File: src/rtl/drop_oldest_event_fifo_unit_defines.svh
// ----------------------------------------------------------------------------
// Assertion macros for the drop-oldest event FIFO
// Shared concurrent assertion forms, clocked on clk; DOF_ASSERT is disabled in reset.
// ----------------------------------------------------------------------------
`ifndef DROP_OLDEST_EVENT_FIFO_UNIT_DEFINES_SVH
`define DROP_OLDEST_EVENT_FIFO_UNIT_DEFINES_SVH

// Property checked at every rising edge outside reset.
`define DOF_ASSERT(lbl, prop, msg) \
  lbl: assert property (@(posedge clk) disable iff (rst) prop) else $error(msg);

// Property checked at every rising edge, reset included.
`define DOF_ASSERT_ALWAYS(lbl, prop, msg) \
  lbl: assert property (@(posedge clk) prop) else $error(msg);

`endif

File: src/rtl/dof_pkg.sv
// ----------------------------------------------------------------------------
// dof_pkg
// Types and codes shared by the drop-oldest event FIFO modules.
// ----------------------------------------------------------------------------
`default_nettype none

package dof_pkg;

  localparam int EventWidth = 64;
  localparam int LostWidth  = 32;
  localparam int OccWidth   = 5;

  localparam logic KIND_PUSH = 1'b0;
  localparam logic KIND_POP  = 1'b1;

  typedef struct packed {
    logic                  got_item;
    logic                  is_loss_report;
    logic [LostWidth-1:0]  lost_count;
    logic [EventWidth-1:0] event_out;
    logic [OccWidth-1:0]   occupancy;
  } dof_result_t;

endpackage

`default_nettype wire

File: src/rtl/drop_oldest_event_fifo_unit.sv
// ----------------------------------------------------------------------------
// drop_oldest_event_fifo_unit
// Bounded event FIFO that discards its oldest entry on overflow and later
// reports the number of lost events ahead of the stored ones.
//
//   channel | direction | handshake             | payload
//   --------+-----------+-----------------------+---------------------------
//   in      | input     | in_valid / in_ready   | kind, event_word
//   out     | output    | out_valid / out_ready | got_item, is_loss_report,
//           |           |                       | lost_count, event_out,
//           |           |                       | occupancy
//
// A push, a loss report pop and an empty pop write their result to the result buffer in the cycle they are accepted.
// A pop that returns a stored event passes through ST_WAIT: the store's read port
// is registered and delivers the entry in the cycle after the address is presented.
// Reset clears the pointers, counters and loss flag; the store needs no
// clearing pass, since only written entries are ever read.
// A two-entry result buffer lets the input keep moving while the output
// stalls; the input stalls once both entries hold results.
// ----------------------------------------------------------------------------
`default_nettype none

module drop_oldest_event_fifo_unit #(
  parameter int DEPTH         = 16,
  parameter int PAYLOAD_WIDTH = 64
) (
  input  wire logic        clk,
  input  wire logic        rst,
  input  wire logic        in_valid,
  output logic             in_ready,
  input  wire logic        kind,
  input  wire logic [63:0] event_word,
  output logic             out_valid,
  input  wire logic        out_ready,
  output logic             got_item,
  output logic             is_loss_report,
  output logic [31:0]      lost_count,
  output logic [63:0]      event_out,
  output logic [4:0]       occupancy
);
  import dof_pkg::*;

  `include "drop_oldest_event_fifo_unit_defines.svh"

  localparam int AW = (DEPTH > 1) ? $clog2(DEPTH) : 1;
  localparam int CW = $clog2(DEPTH + 1);

  localparam logic [AW-1:0]  LastIdx  = AW'(DEPTH - 1);
  localparam logic [AW:0]    DepthExt = (AW + 1)'(DEPTH);
  localparam logic [CW-1:0]  DepthCnt = CW'(DEPTH);

  localparam logic ST_IDLE = 1'b0;
  localparam logic ST_WAIT = 1'b1;

  logic                 state;
  logic [AW-1:0]        head;
  logic [CW-1:0]        count;
  logic                 loss_pending;
  logic [LostWidth-1:0] dropped_total;

  logic [AW-1:0]        head_next;
  logic [CW-1:0]        count_next;
  logic                 loss_pending_next;
  logic [LostWidth-1:0] dropped_total_next;
  logic                 state_next;

  logic                 accept;
  logic                 is_full;
  logic [AW-1:0]        head_inc;
  logic [AW:0]          tail_sum;
  logic [AW-1:0]        tail;
  logic                 wr_en;
  logic [AW-1:0]        wr_addr;
  logic                 rd_en;
  logic [PAYLOAD_WIDTH-1:0] rd_data;
  logic                 q_full;
  logic                 q_push;
  dof_result_t          q_data;
  dof_result_t          q_out;
  logic [CW:0]          occ_wide;

  assign accept   = in_valid && in_ready;
  assign in_ready = (state == ST_IDLE) && !q_full;
  assign is_full  = (count == DepthCnt);
  assign head_inc = (head == LastIdx) ? '0 : head + AW'(1);

  // Tail slot; on a full queue the new event lands where the dropped one was.
  assign tail_sum = {1'b0, head} + (AW + 1)'(count);
  assign tail     = (tail_sum >= DepthExt) ? AW'(tail_sum - DepthExt) : AW'(tail_sum);
  assign wr_en    = accept && (kind == KIND_PUSH);
  assign wr_addr  = is_full ? head : tail;
  assign rd_en    = accept && (kind == KIND_POP) && !loss_pending && (count != '0);

  dof_ram #(
    .DEPTH (DEPTH),
    .WIDTH (PAYLOAD_WIDTH),
    .AW    (AW)
  ) u_ram (
    .clk     (clk),
    .wr_en   (wr_en),
    .wr_addr (wr_addr),
    .wr_data (event_word[PAYLOAD_WIDTH-1:0]),
    .rd_en   (rd_en),
    .rd_addr (head),
    .rd_data (rd_data)
  );

  always_comb begin
    head_next          = head;
    count_next         = count;
    loss_pending_next  = loss_pending;
    dropped_total_next = dropped_total;
    state_next         = state;
    if (state == ST_WAIT) begin
      state_next = ST_IDLE;
    end else if (accept) begin
      if (kind == KIND_PUSH) begin
        if (is_full) begin
          head_next         = head_inc;
          loss_pending_next = 1'b1;
          if (dropped_total != '1) begin
            dropped_total_next = dropped_total + LostWidth'(1);
          end
        end else begin
          count_next = count + CW'(1);
        end
      end else if (loss_pending) begin
        loss_pending_next  = 1'b0;
        dropped_total_next = '0;
      end else if (count != '0) begin
        head_next  = head_inc;
        count_next = count - CW'(1);
        state_next = ST_WAIT;
      end
    end
  end

  always_ff @(posedge clk) begin
    if (rst) begin
      state         <= ST_IDLE;
      head          <= '0;
      count         <= '0;
      loss_pending  <= 1'b0;
      dropped_total <= '0;
    end else begin
      state         <= state_next;
      head          <= head_next;
      count         <= count_next;
      loss_pending  <= loss_pending_next;
      dropped_total <= dropped_total_next;
    end
  end

  // Occupancy is taken from the state as it stands after the operation.
  assign occ_wide = (CW + 1)'(count_next) + (CW + 1)'(loss_pending_next);

  always_comb begin
    q_push              = 1'b0;
    q_data.got_item       = 1'b0;
    q_data.is_loss_report = 1'b0;
    q_data.lost_count     = '0;
    q_data.event_out      = '0;
    q_data.occupancy      = OccWidth'(occ_wide);
    if (state == ST_WAIT) begin
      q_push           = 1'b1;
      q_data.got_item  = 1'b1;
      q_data.event_out = EventWidth'(rd_data);
    end else if (accept && !rd_en) begin
      q_push = 1'b1;
      if ((kind == KIND_POP) && loss_pending) begin
        q_data.got_item       = 1'b1;
        q_data.is_loss_report = 1'b1;
        q_data.lost_count     = dropped_total;
      end
    end
  end

  dof_outq u_outq (
    .clk       (clk),
    .rst       (rst),
    .push      (q_push),
    .push_data (q_data),
    .full      (q_full),
    .out_valid (out_valid),
    .out_ready (out_ready),
    .out_data  (q_out)
  );

  assign got_item       = q_out.got_item;
  assign is_loss_report = q_out.is_loss_report;
  assign lost_count     = q_out.lost_count;
  assign event_out      = q_out.event_out;
  assign occupancy      = q_out.occupancy;

  `DOF_ASSERT(a_read_then_wait, rd_en |=> (state == ST_WAIT), "event pop did not wait for read")
  `DOF_ASSERT(a_wait_one_cycle, (state == ST_WAIT) |=> (state == ST_IDLE), "read wait too long")
  `DOF_ASSERT(a_flag_vs_total, !loss_pending |-> (dropped_total == '0), "count without flag")
  `DOF_ASSERT(a_overflow_flags, (wr_en && is_full) |=> loss_pending, "overflow not flagged")
  `DOF_ASSERT(a_count_bound, count <= DepthCnt, "entry count above depth")

endmodule

`default_nettype wire

File: src/rtl/dof_ram.sv
// ----------------------------------------------------------------------------
// dof_ram
// Simple dual-port event store: one write port, one read port, registered read.
// ----------------------------------------------------------------------------
`default_nettype none

module dof_ram #(
  parameter int DEPTH = 16,
  parameter int WIDTH = 64,
  parameter int AW    = 4
) (
  input  wire logic             clk,
  input  wire logic             wr_en,
  input  wire logic [AW-1:0]    wr_addr,
  input  wire logic [WIDTH-1:0] wr_data,
  input  wire logic             rd_en,
  input  wire logic [AW-1:0]    rd_addr,
  output logic      [WIDTH-1:0] rd_data
);

  logic [WIDTH-1:0] mem [DEPTH];

  always_ff @(posedge clk) begin
    if (wr_en) begin
      mem[wr_addr] <= wr_data;
    end
    if (rd_en) begin
      rd_data <= mem[rd_addr];
    end
  end

endmodule

`default_nettype wire

File: src/rtl/dof_outq.sv
// ----------------------------------------------------------------------------
// dof_outq
// Two-entry result buffer that decouples the output handshake from the core.
// ----------------------------------------------------------------------------
`default_nettype none

module dof_outq (
  input  wire logic                clk,
  input  wire logic                rst,
  input  wire logic                push,
  input  wire dof_pkg::dof_result_t push_data,
  output logic                     full,
  output logic                     out_valid,
  input  wire logic                out_ready,
  output dof_pkg::dof_result_t     out_data
);
  import dof_pkg::*;

  dof_result_t slots [2];
  logic       wr_ptr;
  logic       rd_ptr;
  logic [1:0] count;
  logic       pop;

  assign out_valid = (count != 2'd0);
  assign full      = (count == 2'd2);
  assign pop       = out_valid && out_ready;
  assign out_data  = slots[rd_ptr];

  always_ff @(posedge clk) begin
    if (push) begin
      slots[wr_ptr] <= push_data;
    end
  end

  always_ff @(posedge clk) begin
    if (rst) begin
      wr_ptr <= 1'b0;
      rd_ptr <= 1'b0;
      count  <= 2'd0;
    end else begin
      if (push) begin
        wr_ptr <= ~wr_ptr;
      end
      if (pop) begin
        rd_ptr <= ~rd_ptr;
      end
      unique case ({push, pop})
        2'b10:   count <= count + 2'd1;
        2'b01:   count <= count - 2'd1;
        default: count <= count;
      endcase
    end
  end

endmodule

`default_nettype wire
File: config.mk
export PLATFORM = sky130hd
export DESIGN_NAME = drop_oldest_event_fifo_unit
export DESIGN_NICKNAME = d
export VERILOG_FILES = /design/src/rtl/dof_pkg.sv /design/src/rtl/drop_oldest_event_fifo_unit.sv /design/src/rtl/dof_ram.sv /design/src/rtl/dof_outq.sv
export VERILOG_INCLUDE_DIRS = /design/src /design/src/rtl
export SDC_FILE = /design/constraint.sdc
export NUM_CORES = 1
export LEC_CHECK = 0
export ABC_AREA = 1
export ABC_CLOCK_PERIOD_IN_PS = 7700
export BUFFER_PORTS_ARGS = -buffer_cell sky130_fd_sc_hd__buf_2
export CORE_MARGIN = 5
export CORE_UTILIZATION = 50
export DETAILED_ROUTE_END_ITERATION = 6
export PLACE_DENSITY = 0.69
export SYNTH_ARGS = -nofsm -noshare
export SYNTH_HDL_FRONTEND = slang
export SYNTH_SLANG_ARGS = --single-unit
File: constraint.sdc
create_clock -name clk -period 7.7 [get_ports clk]
set_input_delay 2.31 -clock clk [delete_from_list [all_inputs] [get_ports clk]]
set_output_delay 2.31 -clock clk [all_outputs]
set_load 0.02 [all_outputs]
==> results.toml, run 1 <==
[layout]
drive_above_1_share_pct = 13.69
layout.nets = 4045
syn_to_final_growth_pct = 12.39
fin_area_sq_um = 58780
final_util_pct = 56.71
stdcell_count = 5456

[clock_tree]
clockBufferDepth = 3
cts_buffers = 135
cts_setup_buffers = 0
hold_buffers = 0
insertion_delay_ns = 0.73
path_clk_slew_ns = 0.06
htree_levels = 4
ctsResizeCount = 0
cts_root_buffer = "clkbuf_16"
cts_tree = "built"
clock_sinks = 1342

[sta]
tightest_slew_ns = 1.245
final_max_slew_viol_count = 0
rsz0062_at_grt = "false"
fin_crit_ns = 5.332
hold_viol_final = 0
post-route-period-util_pct = 69.25
clock_skew_ns = 0.02008
clock.fmax_ghz = 0.1875
slew_headroom_pct = 16.84
final-setup-viol-count = 0

[pwr]
p_clk_share_pct = 34.9
vdd.ir_drop.worst_uv = 197.9
power.density_nw_per_um2 = 302.5
combPwrFrac_pct = 15.5
power_switching_share_pct = 26.76
power_frac_seq_pct = 49.6
power_mw = 17.78
p_int_mw = 13.02
p_leak_nw = 19.67
power_switching_mw = 4.759

[routing]
drt-initial-drc-count = 3256
dr_total_vias = 31770
first_pass_iters = 6
drc = 0
ant_nets = 0
wl_per_cell_um = 22.43
viasPerCell = 5.822
wl_mm = 122.4

[grt]
overflow = 0
antenna_found_initial = 14
grt_max_degree = 198
grtUsageTotal_pct = 21.45
grt_pass1_vias = 30490
grt_pass1_wl_mm = 184.9

[yosys]
synthesis.area_sq_um = 52300
ys.flop_type = "edfxtp_1"
synth-seq-area-share_pct = 76.14
ys_types = 38
synth-seq-cells = 1342
async_reset_ff_share_pct = 0
post_synth.cell_area_avg_sq_um = 13.60
synth_cells = 3846
synth_top_area_share_pct = 74.30
synth_fp_nets = 3926
ys_warn_count = 0
synthTopCellsByArea = "edfxtp_1, o21ai_0, nor2_1, nand2_1, mux2_2"
synth_top_area_cell = "edfxtp_1"
synth_edf_count = 1294

[floorplan]
die_h_um = 333.4
start_util_pct = 50.46
die-area_sq_um = 111200
coreArea_sq_um = 103600
rows = 118
die_w_um = 333.4
io_pins = 174

[worst_setup_path]
critPathCaptureType = "output pin"
crit_fanout = 55
start_kind = "flop"
required_ns = 5.39
cp.arrival_ns = 3.02
worstSetupPathType = "reg2out"
critPathMaxStageDelay_ns = 0.92
crit_slowest_cell = "dfxtp_4"
path_cells = "buf_4 > mux2_2 > buf_2"

[place]
post-place-cells = 5208
hpwl_mm = 63.55
dpl-instance-area_sq_um = 54600
portBuffers = 173
place.gp.congestion = 0.8096

[run_status]
status = "complete, no violations"

[min_path]
hp-class = "reg2reg"

[run]
cap_viol_max_count = 0
cell usage in the layout (no fill, tap or decap), drive strengths merged:
| master | instances |
|---|---|
| edfxtp | 1294 |
| nor2 | 650 |
| o21ai | 540 |
| nand2 | 332 |
| buf | 217 |
| clkbuf | 181 |
| o22ai | 155 |
| inv | 152 |
| nand3 | 144 |
| mux2 | 103 |
| o221ai | 101 |
| dfxtp | 48 |
| clkinv | 47 |
| o211ai | 27 |
| a21oi | 20 |
| nor3 | 19 |
| ha | 10 |
| xor2 | 8 |
| diode | 7 |
| bufinv | 7 |
| nand4 | 6 |
| xnor2 | 2 |
| or2 | 1 |
| a22oi | 1 |
| and2 | 1 |
| a211oi | 1 |
| fa | 1 |
| clkinvlp | 1 |
cells by family (layout without fill, tap and decap cells):
kind of cell	Yosys count	after routing	share of synthesized area, %
DFF	1342	1342	76.14
and+or+nand+nor	1153	1153	8.861
AOI/OAI and AO/OA	845	845	9.393
buffers and inverters	382	605	2.947
muxes	103	103	2.218
adders and majority gates	11	11	0.2775
xor gates and xnor gates	10	10	0.1675
other	0	7	0
final cells by class:
type                       instances  area (sq um)
fill                            8113         44860
sequential                      1342         39840
multi-input combinational       2122         11080
clock buffer                     181          3636
tap                             1380          1727
timing repair buffer             217          1384
inverter                         147         571.8
clock inverter                    60         525.5
antenna                            7         17.52
registers in the layout (all words and copies together) (netlist names), named ones only:
register       flops
count              5
dropped_total     32
head               4
loss_pending       1
state              1
u_outq.count       2
u_outq.rd_ptr      1
u_outq.slots     206
u_outq.wr_ptr      1
u_ram.mem       1024
u_ram.rd_data     64
per-stage QoR:
step | setup WS, ns | hold slack, ns | setup TNS [ns]
after floorplan | -0.06981 | 0.4257 | -14.38
after global routing | 2.229 | 0.4777 | 0
final | 2.368 | 0.4456 | 0
after CTS | 2.261 | 0.4529 | 0
after global placement | 2.252 | 0.4276 | 0
after detailed placement | 2.192 | 0.4329 | 0
path summary, 6_finish.rpt:
path                                    from                         end  slack [ns]  depth (start not counted)
setup / recovery                        flop               event_out[27]        2.37                          3
hold / removal    u_outq.rd_ptr$_SDFFE_PP0P_                        flop        0.45                          1
setup reg to reg        head[0]$_SDFFE_PP0P_  u_ram.mem[11][4]$_DFFE_PP_        3.40                          5
hold reg to reg   u_outq.rd_ptr$_SDFFE_PP0P_                        flop        0.45                          1
power by group through the flow:
stage                     logic (mW)  clock network, mW  registers [mW]
after floorplan                 1.87                  0            8.93
after global placement          2.72                  0            8.97
after detailed placement        2.77                  0            8.98
after CTS                       2.79               6.29            8.83
after global routing            3.01               6.60            8.87
final                           2.75               6.20            8.83
routing by layer:
| layer | wire length, um | global-route usage (%) | part of all wire (%) |
|---|---|---|---|
| met1 | 50540 | 29.38 | 41 |
| met3 | 8495 | 3.589 | 6.9 |
| met4 | 3113 | 6.609 | 2.5 |
| met2 | 60250 | 35.71 | 49 |
| met5 | 0 | 0 | 0 |
cell usage after synthesis (6+ instances only):
library cell	number
edfxtp_1	1294
buf_2	46
o22ai_1	155
mux2_2	103
xor2_1	8
nand2_1	328
inv_1	142
nand3_1	142
buf_1	6
dfxtp_1	48
o221ai_1	101
o21ai_2	10
nor3_1	19
o211ai_1	27
ha_1	10
o21ai_0	527
nor2_1	642
clkbuf_1	173
a21oi_1	20
nand4_1	6
worst max-delay path: cells and delay by family, from the launching register on:
| family | cells | cell delay [ns] |
|---|---|---|
| buf+inv | 2 | 0.83 |
| flops | 1 | 0.92 |
| mux | 1 | 0.42 |
Note: power is estimated with default switching activity, not from simulation.
==> run 2: changes to the inputs <==
ABC_CLOCK_PERIOD_IN_PS = 4800   (was 7700)
clock period = 4.8 ns   (was 7.7 ns; I/O delays follow)
==> results.toml, run 2 (synthesis results as in run 1) <==
[min_path]
holdCritStartpoint = "u_outq.rd_ptr$_SDFFE_PP0P_"
hp-class = "reg2reg"

[place]
hpwl_mm = 62.08
dp_slack_ns = 0.9521
place.gp.congestion = 0.8132
portBuffers = 173

[floorplan]
coreArea_sq_um = 103600
die_h_um = 333.4
die_w_um = 333.4
start_util_pct = 50.46
io_pins = 174
rows = 118
die-area_sq_um = 111200

[sta]
fin_crit_ns = 3.671
slew_headroom_pct = 27.98
post-route-period-util_pct = 76.48
clock.fmax_ghz = 0.2724
final-setup-viol-count = 0
hold_viol_final = 0
clock_skew_ns = 0.03566
worst_hold_slack_ns = 0.4332
fin_ws_ns = 1.129
rsz0062_at_grt = "false"
tightest_slew_ns = 1.080
final_max_slew_viol_count = 0

[grt]
antenna_found_initial = 7
grt_pass1_vias = 31100
grt_pass1_wl_mm = 182.6
grt_max_degree = 205
grtUsageTotal_pct = 20.96
overflow = 0

[routing]
met3_length_mm = 7.679
drc = 0
drt-met1-wl_mm = 48.94
dr_total_vias = 31410
viasPerCell = 5.741
maxUsedRoutingLayer = "met4"
wl_mm = 118.6
met2WireLength_mm = 59.32
drt-initial-drc-count = 3412
first_pass_iters = 5
wl_per_cell_um = 21.69
ant_nets = 0

[clock_tree]
cts_buffers = 135
cts_root_buffer = "clkbuf_16"
htree_levels = 4
clock_sinks = 1342
cts_setup_buffers = 0
insertion_delay_ns = 0.74
ctsResizeCount = 0
path_clk_slew_ns = 0.06
hold_buffers = 0
clockBufferDepth = 3
cts_tree = "built"

[pwr]
vdd.ir_drop.worst_uv = 338.1
power_mw = 28.81
p_leak_nw = 19.79
power.density_nw_per_um2 = 487.8

[worst_setup_path]
required_ns = 3.36
reg2reg_from = "head[0]$_SDFFE_PP0P_"
crit_fanout = 59
critPathCaptureType = "output pin"
start_kind = "flop"
cp.arrival_ns = 2.23
worstSetupPathType = "reg2out"

[layout]
largest_reg_flops = 1024
layout.nets = 4052
registers.top_by_ff_count = "u_ram.mem"
reg_top3 = "u_ram.mem x1024, u_outq.slots x206, u_ram.rd_data x64"
syn_to_final_growth_pct = 12.93
mostFrequentLayoutCells = "edfxtp_1, nor2_1, o21ai_0"
layout_commonest_cell = "edfxtp_1"
drive_above_1_share_pct = 14.01

[run_status]
status = "complete, no violations"

[run]
cap_viol_max_count = 0
## run 2: cell count changes in the layout (fill, tap and decap cells not counted), sizes merged
cell,previous run,this run
clkinv,47,56
bufinv,7,9
buf,217,224
inv,152,151
diode,7,8
clkbuf,181,174
clkinvlp,1,4
## run 2: report_power, final
part / total [mW] / internal, mW / switching (mW)
clock: 10.2 / 5.82 / 4.36
combinational: 4.54 / 1.37 / 3.18
sequential: 14.1 / 13.8 / 0.249
total: 28.8 / 21.0 / 7.78
## run 2: cell type report
type	instances	area, sq um
clock buffer	174	3588
fill	8035	44580
clock inverter	73	710.7
timing repair buffer	224	1524
multi-input combinational	2122	11080
antenna	8	20.02
inverter	147	571.8
tap	1380	1727
sequential	1342	39840
## run 2: critical path, cell delays in order, from the launching register on
cell and delay (ns):
dfxtp_4 0.50, buf_12 0.33, mux2_2 0.40, buf_2 0.16
## run 2: routing by layer
layer  up-vias  GRT usage [%]
li1      14430              -
met1     15690          28.32
met2      1106          35.45
met3       176          3.339
met4         0          6.447
met5         -              0
## run 2: path summary, 6_finish.rpt
kind                                endpoint  slack (ns)  depth (start not counted)
setup / recovery               event_out[26]        1.13                          3
hold / removal                          flop        0.43                          1
setup reg to reg  u_ram.mem[4][16]$_DFFE_PP_        1.54                          8
hold reg to reg                         flop        0.43                          1
## run 2: per-stage QoR
| step | setup TNS (ns) | cell area (sq um) | instances | util [%] |
|---|---|---|---|---|
| after floorplan | -430.39 | 52310 | 3846 | - |
| after global placement | 0 | 54740 | 5215 | 52.82 |
| after detailed placement | 0 | 54740 | 5215 | 52.82 |
| after CTS | 0 | 59040 | 5462 | 56.96 |
| after global routing | 0 | 59050 | 5465 | 56.97 |
| final | 0 | 59060 | 5470 | 56.98 |
